[src/rtl/lz4fd_pkg.sv]
// shared constants and types of the lz4 frame decompressor
`default_nettype none
package lz4fd_pkg;
    localparam int HISTORY_DEPTH = 65536;
    localparam int HIST_AW = $clog2(HISTORY_DEPTH);

    localparam logic [31:0] SIG_MODERN  = 32'h184D2204;
    localparam logic [31:0] SIG_LEGACY  = 32'h184C2102;
    localparam logic [23:0] LEGACY_FULL = 24'(8 * 1024 * 1024);
    localparam logic [31:0] SIZE_MASK   = 32'h7FFFFFFF;
    localparam logic [3:0]  NIBBLE_EXT  = 4'h0F;
    localparam logic [7:0]  BYTE_EXT    = 8'd255;

    localparam logic [2:0] ST_OK      = 3'd0;
    localparam logic [2:0] ST_BAD_SIG = 3'd1;
    localparam logic [2:0] ST_BAD_VER = 3'd2;
    localparam logic [2:0] ST_ZERO_OF = 3'd3;
    localparam logic [2:0] ST_REFUSED = 3'd4;

    localparam logic KIND_BYTE = 1'b0;
    localparam logic KIND_TICK = 1'b1;

    typedef struct packed {
        logic       kind;
        logic [7:0] data_byte;
    } t_item;

    typedef struct packed {
        logic       out_valid;
        logic [7:0] out_byte;
        logic       copy_pending;
        logic       frame_done;
        logic [2:0] status;
    } t_result;
endpackage
`default_nettype wire

[src/rtl/lz4fd_front.sv]
// input queue that accepts compressed bytes and continue ticks
`default_nettype none
module lz4fd_front (
    input  logic               i_clk,
    input  logic               i_rst_n,
    input  logic               i_push,
    output logic               o_full,
    input  lz4fd_pkg::t_item   i_item,
    output logic               o_valid,
    output lz4fd_pkg::t_item   o_item,
    input  logic               i_take
);
    import lz4fd_pkg::*;

    t_item      r_mem [4];
    logic [1:0] r_wp, r_rp;
    logic [2:0] r_cnt;
    logic       wr, rd;

    assign o_full  = (r_cnt == 3'd4);
    assign o_valid = (r_cnt != 3'd0);
    assign o_item  = r_mem[r_rp];
    assign wr = i_push && !o_full;
    assign rd = i_take && o_valid;

    always_ff @(posedge i_clk) begin
        if (!i_rst_n) begin
            r_wp  <= '0;
            r_rp  <= '0;
            r_cnt <= '0;
        end else begin
            if (wr) begin
                r_mem[r_wp] <= i_item;
                r_wp        <= r_wp + 2'd1;
            end
            if (rd) r_rp <= r_rp + 2'd1;
            r_cnt <= r_cnt + {2'b0, wr} - {2'b0, rd};
        end
    end
endmodule
`default_nettype wire

[config.mk]
export PLATFORM = sky130hd
export DESIGN_NAME = lz4fd_front
export DESIGN_NICKNAME = d
export VERILOG_FILES = /design/src/rtl/lz4fd_pkg.sv /design/src/rtl/lz4fd_front.sv
export SDC_FILE = /design/constraint.sdc
export NUM_CORES = 1
export LEC_CHECK = 0
export BUFFER_PORTS_ARGS = -buffer_cell sky130_fd_sc_hd__buf_2
export CORE_ASPECT_RATIO = 0.5
export CORE_UTILIZATION = 50
export DETAILED_ROUTE_END_ITERATION = 8
export GPL_TIMING_DRIVEN = 0
export PLACE_DENSITY_LB_ADDON = 0.1
export REMOVE_ABC_BUFFERS = 1
export SLEW_MARGIN = 20
export SYNTH_ARGS = -nofsm -noshare
export SYNTH_HDL_FRONTEND = slang
export SYNTH_SLANG_ARGS = --single-unit
[constraint.sdc]
create_clock -name i_clk -period 2.05 [get_ports i_clk]
set_clock_uncertainty 0.1 [all_clocks]
set_input_delay 0.1025 -clock i_clk [delete_from_list [all_inputs] [get_ports i_clk]]
set_output_delay 0.1025 -clock i_clk [all_outputs]
set_load 0.02 [all_outputs]
### Word-level counts from Yosys, hierarchy flattened

Memory sizes are Yosys's and may differ from the RTL's. A register that Yosys moved wholly into a read port is not among the register bits.
Index checks and enable logic that the tools add are counted.

* flip-flop bits (word level): 7
* bits in latches: 0
* bits in writable memories: 36
* memory bits (read-only): 0
* input port bits: 13
* output and inout bits: 11
* word-level logic and storage cells: 18
* memories kept: 1

Memories
* r_mem: words 4, width 9, rd ports 1, clocked after Yosys merged registers in 1, wr ports 1, line lz4fd_front.sv:15 `t_item r_mem [4];`

* add/subtract/negate cells: 4
* multipliers: 0
* divide/modulo/power cells: 0
* magnitude comparators: 0
* equal/unequal tests: 1
* shift-type cells: 0
* muxes and demuxes: 5
* bitwise logic cells: 0
* reduce and logical (&&, ||, !) cells: 4

Operators with widths (count)
* 2-bit by 1-bit adder with 2-bit output (second input constant): 2
* 2-bit 2-to-1 mux: 2
* 3-bit by 1-bit adder with 3-bit output: 1
* 3-bit == test (second input constant): 1
* 1-bit 2-to-1 mux: 3
* 3-bit nonzero test: 1
* 3-bit by 1-bit subtractor with 3-bit output: 1
* 1-bit logical AND: 2
* 1-bit logical NOT: 1

### Longest topological paths before layout

* depth after elaboration: 6
* gate-level depth with buffers: 12
* mapped depth without buffers: 11

### Worst setup path after synthesis

No wires, ideal clock.

* kind: reg-to-reg
* start: register r_cnt[1]
* end: register r_cnt[2]
* setup time: 115 ps
* arrival time: 2232 ps
* data required time: 1835 ps
* slack: -397 ps
* cell stages (with the launch flop): 13
* buffers on the path: 1
* period minus slack after synthesis: 2447 ps
* cells stage by stage: dfxtp_1 -> nor3b_2 -> nor2b_1 -> buf_6 -> inv_1 -> ha_1 -> inv_1 -> ha_1 -> inv_1 -> fa_1 -> xnor2_1 -> xnor2_1 -> and2_1

* word-level cells in the longest chain between the ends: 5
* elaborated cells between the ends (all ways): 7
* classes of those cells: 2 x add/sub; 1 x eq/ne; 4 x reduce/logical

Ends and longest elaborated chain
* start: declaration: line lz4fd_front.sv:17 `logic [2:0] r_cnt;`
* start signal: assignment: line lz4fd_front.sv:37 `r_cnt <= r_cnt + {2'b0, wr} - {2'b0, rd};`
* 3-bit == test: line lz4fd_front.sv:20 `assign o_full = (r_cnt == 3'd4);`
* via o_full: line lz4fd_front.sv:7 `output logic o_full,`
* 1-bit logical NOT: line lz4fd_front.sv:23 `assign wr = i_push && !o_full;`
* 1-bit logical AND: line lz4fd_front.sv:23
* 3-bit by 1-bit adder with 3-bit output: line lz4fd_front.sv:37
* 3-bit by 1-bit subtractor with 3-bit output: line lz4fd_front.sv:37

The timed path passes the listed nets, and every way through them passes these cells.
A chain may end at the register's enable or synchronous reset.

### Worst setup path after layout

* start: register r_cnt[2]
* end: register r_cnt[2]

* elaborated cells between the ends (all ways): 7
* classes of those cells: 2 x add/sub; 1 x eq/ne; 4 x reduce/logical

RTL lines
* 3-bit nonzero test: line lz4fd_front.sv:21 `assign o_valid = (r_cnt != 3'd0);`
* 1-bit logical AND: line lz4fd_front.sv:24 `assign rd = i_take && o_valid;`
* via rd: line lz4fd_front.sv:18 `logic wr, rd;`
* 3-bit by 1-bit subtractor with 3-bit output: line lz4fd_front.sv:37

The timed path passes the listed nets, and every way through them passes these cells.

==> impl_results.md <==
* Status: complete, but fails checks
* Failing checks: setup timing
* Dominant cell type by area after synthesis: edfxtp_1
* Layout net count at 157
* Fin cells at 186
* Die Span Y at approximately 44 microns
* Avg Inst Size Synth at 18.73 sq um
* Sink Count at 45
* Max VDD drop at 0.6442 mV
* Final setup fails at 1
* PwrDens at 1194 nW/um^2
* Antenna cells at 0
* DRT iter0 DRCs at 40
* Drt pass-1 iters at 4
* Rows at 14
* Via count at 930
* CTS tree: done
* Hpwl dp at between 1500 and 2000 microns
* Placed Instance Area at 1931 sq um
* Top Ports at 24
* Synth area leaders: edfxtp_1 61%, mux4_2 11%, dfxtp_1 10%
* Place WS at -0.6615 ns
* Area of the die at 3815 sq um
* Reg area at 1274 sq um
* Fin area at 2255 sq um
* RSZ-0062 raised after global routing: true
* Worst Tran Pin Value at 0.4812 ns
* Final core occ at 70.72%
* Post-Syn Area at 1779 sq um
* Slew Limit Headroom at 67.92%
* GRT overflow at 0
* YS warnings at 0
* Crit path time final at 2.168 ns
* Final hold vios at 0
* Number of max-cap violations at 0
* Hold WS at ~0.063 ns
* Slowest CP cell: o31a_4
* Initial antenna violation count at 0
* Post-synth EDFFs at 36
* Seq/Total Area, Yosys at a little under three quarters
* Synth Register Bits at 45
* WP data required at about 2.1 ns
* Leakage at approximately 0.83 nW
* Port Buffers at 23
* PnR worst setup slack at -0.1185 ns
* Initial Util at 55.81%
* Fill count at roughly 220
* Via density at 5.000
* Crit path launch type: flip-flop
* Distinct cells, synth at 19
* Async SR Flop Fraction at 0%
* Cell family with most CP delay: adder cells
* WP buf/inv at 2
* DRC at 0
* Core Area at around 3200 sq um
* Fmax at 461.2 MHz
* Crit path kind: flip-flop to flip-flop
* Inserted Clock Buffers at 5
* Setup TNS at -0.1185 ns
* H-tree depth at 2
* Dpl cells at between 150 and 200
* Leading cell type by number of instances after synthesis: edfxtp_1
* Chip Width at 86.36 microns
* Final Cycle Share at 105.8%
* Final Slew Violations at 0
* Area grow syn2layout at 26.72%
* Total power at 2.691 mW
* CP Max Fanout at 4
* Multi-input gate area at 531.8 sq um
* Gr usage total at 17.79%
* Largest net degree at the start of global routing at 15
* Setup crit end kind: flip-flop
* CTS max path bufs at 2
* Hold Path Class: primary input to flip-flop
* Routed Antenna Nets at 0
* WL final at 2914 microns
* Most frequent cells after synthesis: 36 x edfxtp_1, 9 x dfxtp_1, 9 x mux4_2
* Post-synthesis cell count at 95
* Clock transition at path regs at 0.07 ns
* Worst EP arrival at around 2.3 ns
* Crit path top cell by count: ha_4
* Max stage delay on crit path at around 0.37 ns
* Routability cong. at about 0.68
* Share of the synthesized area in the top cell type at 60.76%
* Clock latency on the worst-skew pair at around 0.28 ns
* Layout cells sized above 1 at between 40% and 50%
* First-pass GRT wire length at 4726 microns
* Root Buffer: clkbuf_8
* Drt wl/cell at roughly 16 microns
* Worst path cell trace: o31a_4 -> ha_4 -> inv_4 -> ha_4 -> inv_2 -> fa_2 -> xnor2_2 -> xnor2_1 -> and2_1
* Most used DFF post-synth: edfxtp_1
* Number of global-route vias before repair at 1020
[power breakdown]
part           total (mW)  internal [mW]  switching [mW]
clock               0.643          0.359           0.284
sequential           1.22           1.10           0.121
combinational       0.825          0.444           0.381
[flip-flops by register name, summed over array words and instances (netlist names), named ones only]
name,cells
r_mem,36
r_wp,2
r_cnt,3
r_rp,2
[timing repair]
item	CTS	global route
endpoints found under the setup margin	2	10
endpoints found under the hold margin	36	0
pin swaps	6	6
hold buffers	9	0
setup buffers	6	1
resized for setup	18	2
[layer usage]
layer	share of wire (%)	routed length, microns	vias up	GRT usage [%]
met4	0.93	27	0	7.000
met1	43	1239	463	20.54
met2	52	1514	22	31.75
met3	4.6	133	4	5.970
li1	-	-	441	-
met5	0	0	-	0
[logic make-up (layout without fill, tap and decap cells)]
logic type,count (synthesis),count (layout),synth area share (%)
flip-flops,45,45,70.89
AND/OR/NAND/NOR,17,17,5.836
multiplexers,11,11,12.52
buffers and inverters,9,52,2.391
adder cells (fa/ha/maj),7,7,5.345
XOR/XNOR,4,4,1.969
AO/OA/AOI/OAI,2,2,1.055
[cells in the final DEF (no fill, tap or decap), drive strengths merged, types with 3 or more instances in the layout]
cell and count:
edfxtp 36, buf 30, mux4 9, dlygate4sd3 9, dfxtp 9, ha 6, clkbuf 5, inv 5
and3 4, nand2 4, xnor2 4, nor2b 4, and2 3
[final timing paths]
check | startpoint | endpoint | slack, ns | cells past startpoint
min reg2reg | r_wp[0] | r_wp[0] | 0.42 | 2
min | i_rst_n | r_cnt[1] | 0.06 | 2
max reg2reg | r_cnt[2] | r_cnt[2] | -0.12 | 9
max | r_cnt[2] | r_cnt[2] | -0.12 | 9
[layout make-up]
| cell class | count | share of cell area [%] |
|---|---|---|
| flip-flops and latches | 45 | 56.49 |
| multi-input cells | 41 | 23.58 |
| repair buffers | 39 | 11.43 |
| clock buffers | 5 | 3.052 |
| well taps | 48 | 2.664 |
| clock inverters | 3 | 1.831 |
| inverters | 5 | 0.9434 |
Power figures use the tool's default switching activity.
