`src/rtl/lz4fd_pkg.sv`:
```
// shared constants and types of the lz4 frame decompressor
`default_nettype none
package lz4fd_pkg;
    localparam int HISTORY_DEPTH = 65536;
    localparam int HIST_AW = $clog2(HISTORY_DEPTH);

    localparam logic [31:0] SIG_MODERN  = 32'h184D2204;
    localparam logic [31:0] SIG_LEGACY  = 32'h184C2102;
    localparam logic [23:0] LEGACY_FULL = 24'(8 * 1024 * 1024);
    localparam logic [31:0] SIZE_MASK   = 32'h7FFFFFFF;
    localparam logic [3:0]  NIBBLE_EXT  = 4'h0F;
    localparam logic [7:0]  BYTE_EXT    = 8'd255;

    localparam logic [2:0] ST_OK      = 3'd0;
    localparam logic [2:0] ST_BAD_SIG = 3'd1;
    localparam logic [2:0] ST_BAD_VER = 3'd2;
    localparam logic [2:0] ST_ZERO_OF = 3'd3;
    localparam logic [2:0] ST_REFUSED = 3'd4;

    localparam logic KIND_BYTE = 1'b0;
    localparam logic KIND_TICK = 1'b1;

    typedef struct packed {
        logic       kind;
        logic [7:0] data_byte;
    } t_item;

    typedef struct packed {
        logic       out_valid;
        logic [7:0] out_byte;
        logic       copy_pending;
        logic       frame_done;
        logic [2:0] status;
    } t_result;
endpackage
`default_nettype wire

```
`src/rtl/lz4fd_outq.sv`:
```
// result queue toward the consumer
`default_nettype none
module lz4fd_outq (
    input  logic               i_clk,
    input  logic               i_rst_n,
    input  logic               i_push,
    output logic               o_full,
    input  lz4fd_pkg::t_result i_res,
    output logic               o_empty,
    input  logic               i_pop,
    output lz4fd_pkg::t_result o_res
);
    import lz4fd_pkg::*;

    t_result    r_mem [4];
    logic [1:0] r_wp, r_rp;
    logic [2:0] r_cnt;
    logic       wr, rd;

    assign o_full  = (r_cnt == 3'd4);
    assign o_empty = (r_cnt == 3'd0);
    assign o_res   = r_mem[r_rp];
    assign wr = i_push && !o_full;
    assign rd = i_pop && !o_empty;

    always_ff @(posedge i_clk) begin
        if (!i_rst_n) begin
            r_wp  <= '0;
            r_rp  <= '0;
            r_cnt <= '0;
        end else begin
            if (wr) begin
                r_mem[r_wp] <= i_res;
                r_wp        <= r_wp + 2'd1;
            end
            if (rd) r_rp <= r_rp + 2'd1;
            r_cnt <= r_cnt + {2'b0, wr} - {2'b0, rd};
        end
    end
endmodule
`default_nettype wire

```
`config.mk`:
```
export PLATFORM = sky130hd
export DESIGN_NAME = lz4fd_outq
export DESIGN_NICKNAME = d
export VERILOG_FILES = /design/src/rtl/lz4fd_pkg.sv /design/src/rtl/lz4fd_outq.sv
export SDC_FILE = /design/constraint.sdc
export NUM_CORES = 1
export LEC_CHECK = 0
export ABC_AREA = 1
export BUFFER_PORTS_ARGS = -buffer_cell sky130_fd_sc_hd__buf_4
export CAP_MARGIN = 25
export CORE_ASPECT_RATIO = 2
export CORE_MARGIN = 2
export CORE_UTILIZATION = 51
export CTS_CLUSTER_SIZE = 24
export DETAILED_ROUTE_END_ITERATION = 16
export HOLD_SLACK_MARGIN = 0.1
export PLACE_DENSITY = 0.84
export SLEW_MARGIN = 20
export SYNTH_ARGS = -nofsm -noshare
export SYNTH_HDL_FRONTEND = slang
export SYNTH_SLANG_ARGS = --single-unit
```
`constraint.sdc`:
```
create_clock -name i_clk -period 1.7 [get_ports i_clk]
set_clock_uncertainty 0.1 [all_clocks]
set_input_delay 0.17 -clock i_clk [delete_from_list [all_inputs] [get_ports i_clk]]
set_output_delay 0.17 -clock i_clk [all_outputs]
set_load 0.05 [all_outputs]
```
* After elaboration in Yosys (flattened, before gate mapping)
Memory sizes are Yosys's and may differ from the RTL's. A register that Yosys moved wholly into a read port is not among the register bits.
Cells that the tools add are included.
** Word-level totals
- Logic and storage cells :: 19
- Memory bits (writable) :: 56
- Register bits after elaboration :: 7
- Output and inout port bits :: 16
- Memories kept :: 1
** Memories
- r_mem :: depth 4, width 14, rd ports 1, clocked after Yosys merged registers in 1, write ports 1, line lz4fd_outq.sv:15 : t_result r_mem [4];
** Cells by class
- Add/subtract/negate cells :: 4
- Equal/unequal tests :: 1
- Mux-type cells :: 5
- Reductions and logical operators :: 5
** Operator list (number)
- $add A2 B1 Y2 const B :: 2
- $mux W2 :: 2
- $add A3 B1 Y3 :: 1
- $eq A3 B3 Y1 const B :: 1
- $logic_not A3 Y1 :: 1
- $mux W1 :: 3
- $sub A3 B1 Y3 :: 1
- $logic_and A1 B1 Y1 :: 2
- $logic_not A1 Y1 :: 2

* Depth between registers and ports, before layout
- Word-level depth :: 6
- Mapped depth :: 11
- Depth with buffers taken out :: 11

* Worst setup path after synthesis
OpenSTA, ideal clock, no wires.
- Path type :: register to register
- Start point :: register r_cnt[1]
- End point :: register r_cnt[2]
- Library setup time :: 0.115 ns
- Slack :: -0.480 ns
- Arrival :: 1.965 ns
- Stages on the path, launching flop included :: 11
- Required time :: 1.485 ns
- Cells stage by stage :: dfxtp_1 -> nor2_2 -> nand2_2 -> inv_1 -> nor2_1 -> ha_1 -> inv_1 -> ha_1 -> fa_1 -> a21oi_1 -> nor2_1
** On the way
- Elaborated cells between the ends (all ways) :: 8
- Classes of those cells :: add/sub: 2; eq/ne: 1; reduce/logical: 5
** RTL lines
- start, declared :: line lz4fd_outq.sv:17 : logic [2:0] r_cnt;
- start signal, assigned :: line lz4fd_outq.sv:37 : r_cnt <= r_cnt + {2'b0, wr} - {2'b0, rd};
- $logic_not A3 Y1 :: line lz4fd_outq.sv:21 : assign o_empty = (r_cnt == 3'd0);
- net o_empty :: line lz4fd_outq.sv:9 : output logic o_empty,
- $logic_not A1 Y1 :: line lz4fd_outq.sv:24 : assign rd = i_pop && !o_empty;
- $logic_and A1 B1 Y1 :: line lz4fd_outq.sv:24
- net rd :: line lz4fd_outq.sv:18 : logic wr, rd;
- $sub A3 B1 Y3 :: line lz4fd_outq.sv:37
The timed path passes the listed nets, and every way through them passes these cells.
A chain may end at the register's enable or synchronous reset.

* Worst setup path in the final report
- Start point :: register r_cnt[0]
- End point :: register r_cnt[1]
** On the way
- Elaborated cells between the ends (all ways) :: 8
- Classes of those cells :: add/sub: 2; eq/ne: 1; reduce/logical: 5
** RTL lines (line)
- $logic_not A3 Y1 :: lz4fd_outq.sv:21
- $logic_not A1 Y1 :: lz4fd_outq.sv:24
- $logic_and A1 B1 Y1 :: lz4fd_outq.sv:24
- net rd :: lz4fd_outq.sv:18
- $sub A3 B1 Y3 :: lz4fd_outq.sv:37
The timed path passes the listed nets, and every way through them passes these cells.

==> flow_summary.json <==
{
  "synth.cells.most_frequent": "56 x sky130_fd_sc_hd__edfxtp_1, 39 x sky130_fd_sc_hd__nor2_1, 17 x sky130_fd_sc_hd__inv_1",
  "ys_seq_area_share_pct": 69.57,
  "post_synth_inst_count": 205,
  "dpl_cell_area_um2": 3107,
  "buffer_ports.inserted": 33,
  "final_nets": 304,
  "synth_top_flop_cell": "sky130_fd_sc_hd__edfxtp_1",
  "critPathMaxStageDelay_ns": 0.52,
  "areaGrowthSynthToFinish_pct": 43.43,
  "placementRows": 37,
  "critical_path.cell_chain": "nor2_4, nand2_4, clkinvlp_4, nor2_1, ha_1, inv_1, ha_2, fa_2, nand2_1, inv_1",
  "h-tree-depth": 3,
  "period_share_pct": 110.2,
  "placer_congestion": 0.7318,
  "max-vdd-ir-drop_v": 0.001497,
  "n_antenna_cell": 0,
  "num_vias": 1840,
  "pin_count_of_the_biggest_net_entering_global_routing": 17,
  "initial_antenna_violation_count": 0,
  "cp-end-kind": "register",
  "worst_setup_hold_path_clk_slew_ns": 0.07,
  "place_inst": 302,
  "postLayoutCellArea_um2": 3839,
  "synth.top_cells.by_area": "sky130_fd_sc_hd__edfxtp_1 63%, sky130_fd_sc_hd__dfxtp_1 6.7%, sky130_fd_sc_hd__nor2_1 5.5%, sky130_fd_sc_hd__o22ai_2 4.7%, sky130_fd_sc_hd__ha_1 2.8%",
  "synth.top_cell.area_share_pct": 62.83,
  "fp.dieArea_um2": 5878,
  "wire_per_inst_um": 17.00,
  "rsz_0062_raised_after_global_routing": "true",
  "dr.first_iter.drc_count": 68,
  "synth-warning-count": 0,
  "cp_max_fo": 2,
  "async_flop_share_pct": 0,
  "drc_violation_count_after_routing": 0,
  "die_span_in_x_um": 55.23,
  "worst_setup_path_start_kind": "register",
  "grt_pass1_wl_um": 8466,
  "netlist.top_cell.by_area": "sky130_fd_sc_hd__edfxtp_1",
  "worst-endpoint-arrival_ns": 2.06,
  "post-dp-hpwl_um": 3082,
  "pin_count": 34,
  "post_cts_hold_buffer_count": 20,
  "worst_path_dominant_cell_family": "adder cells",
  "postLayoutSetupSlackWorst_ns": -0.1737,
  "cp_num_buf_inv": 3,
  "static_leakage_nw": 1.466,
  "ys_ff_latch": 65,
  "synth.distinct_cells": 21,
  "postSynthAreaPerCell_um2": 13.06,
  "clockBufferDepth": 2,
  "first_global_vias": 1881,
  "busiest_layer": "met2",
  "timing.final.hold_violations": 2,
  "global_route_overflow": 0,
  "first_pass_iteration_count_of_the_detailed_router": 4,
  "clock-sinks": 65,
  "critical_path.most_common_cell": "sky130_fd_sc_hd__inv_1",
  "highest_attainable_clock_frequency_ghz": 0.5337,
  "hold_path.class": "in2reg",
  "hold-worst-slack_ns": -0.009835,
  "run_status": "complete, but fails checks",
  "finalNonFillerCells": 342,
  "groute.layer.met3.usage_pct": 5.474,
  "gr-usage-met1_pct": 18.77,
  "filler_cell_count": 290,
  "syn_nets": 230,
  "root_buffer": "sky130_fd_sc_hd__clkbuf_8",
  "synthMostInstantiatedCell": "sky130_fd_sc_hd__edfxtp_1",
  "worst_slew_pin_tran_ns": 0.2401,
  "worst-setup-path-type": "reg2reg",
  "final_core_utilization_pct": 75.38,
  "report.final.setup_viol": 3,
  "cts_tree": "yes",
  "initial_utilization_pct": 52.56,
  "final_layout_size_suffix_gt1_share_pct": 46.83,
  "wirelength_um": 5814,
  "setup_total_negative_slack_ns": -0.3236,
  "netlist_area_um2": 2676,
  "gr-usage-met2_pct": 35.80,
  "drtAntennaViolNets": 0,
  "max_cap_viol_count": 0,
  "chipHeight_um": 106.4,
  "clk_latency_ns": 0.34,
  "violations": "hold timing, setup timing",
  "slew-limit-headroom_pct": 83.95,
  "powerDensity_nw_per_um2": 1496,
  "viasPerCell": 5.380,
  "slowest_stage": "sky130_fd_sc_hd__fa_2",
  "tritoncts.num_buffers": 9,
  "core_um2": 5092,
  "globalRouteTotalUtil_pct": 19.63,
  "slew_viol_final": 0,
  "cp.required_ns": 1.88,
  "final_period_minus_worst_setup_slack_ns": 1.874,
  "synth-edff-count": 56
}
sequential cells by signal, summed over array words and instances (netlist names), named ones only:
name,flops
r_cnt,3
r_mem,56
r_rp,2
r_wp,2
cells in the final DEF, fill, tap and decap left out, types with 12 or more instances in the layout:
master and count:
sky130_fd_sc_hd__nor2_1 24, sky130_fd_sc_hd__buf_6 17, sky130_fd_sc_hd__dlygate4sd3_1 16, sky130_fd_sc_hd__nor2_2 14, sky130_fd_sc_hd__nand2_1 12, sky130_fd_sc_hd__edfxtp_1 56
sky130_fd_sc_hd__buf_4 26, sky130_fd_sc_hd__o22ai_2 13, sky130_fd_sc_hd__o21ai_2 20, sky130_fd_sc_hd__inv_1 15, sky130_fd_sc_hd__clkbuf_8 12
worst register-to-register path, cell delays in order, from the launching register on:
cell and delay (ns):
sky130_fd_sc_hd__dfxtp_2 0.34, sky130_fd_sc_hd__nor2_4 0.14, sky130_fd_sc_hd__nand2_4 0.07, sky130_fd_sc_hd__clkinvlp_4 0.07, sky130_fd_sc_hd__nor2_1 0.04, sky130_fd_sc_hd__ha_1 0.26, sky130_fd_sc_hd__inv_1 0.04, sky130_fd_sc_hd__ha_2 0.16
sky130_fd_sc_hd__fa_2 0.52, sky130_fd_sc_hd__nand2_1 0.05, sky130_fd_sc_hd__inv_1 0.04
cell families (layout without fill, tap and decap cells):
logic type	Yosys count	in the layout	share of synthesized area (%)
AO/OA/AOI/OAI	47	47	12.62
adder cells (fa/ha/maj)	7	7	3.553
buffers and inverters	27	106	5.470
flip-flops	65	65	69.57
AND/OR/NAND/NOR	59	59	8.789
path summary, 6_finish.rpt:
kind	start	slack, ns	endpoint	cells past startpoint
worst min register to register	r_rp[1]	0.42	register	2
worst max-delay path	r_cnt[0]	-0.17	r_cnt[1]	10
worst max register to register	r_cnt[0]	-0.17	r_cnt[1]	10
worst min-delay path	i_rst_n	-0.01	r_cnt[1]	3
report_power, final:
| part | switching (mW) | leakage, nW | internal (mW) | total [mW] |
|---|---|---|---|---|
| registers | 0.121 | 0.585 | 1.90 | 2.02 |
| logic | 1.49 | 0.791 | 1.08 | 2.57 |
| clock network | 0.505 | 0.0910 | 0.652 | 1.16 |
| total | 2.12 | 1.47 | 3.63 | 5.74 |
per-stage QoR:
stage	hold slack [ns]	worst slack, ns	power (mW)
finish	-0.009835	-0.1737	5.742
global route	-0.005111	-0.2453	5.991
CTS	-0.01746	-0.1744	5.240
detailed placement	0.2724	-0.1809	3.974
global placement	0.2688	-0.1223	3.917
floorplan	0.1689	-0.3036	3.401
layout make-up:
| class | count | area, µm² | share of cell area [%] |
|---|---|---|---|
| flip-flops and latches | 65 | 1873 | 48.79 |
| multi-input cells | 113 | 845.8 | 22.03 |
| repair buffers | 71 | 779.5 | 20.31 |
| clock buffers | 16 | 180.2 | 4.694 |
| inverters | 19 | 87.58 | 2.282 |
| well taps | 58 | 72.57 | 1.890 |
routing by layer:
| layer | vias to the layer above | part of all wire (%) |
|---|---|---|
| met3 | 16 | 4.8 |
| met5 | - | 0 |
| li1 | 875 | - |
| met4 | 0 | 3.0 |
| met2 | 59 | 57 |
| met1 | 890 | 35 |
repair_timing:
item	CTS	global route
endpoints found under the hold margin	65	8
gates resized for setup	12	73
pin swaps	1	15
cloned	1	3
endpoints found under the setup margin	7	20
buffers inserted	1	2
Note: power is estimated with default switching activity, not from simulation.
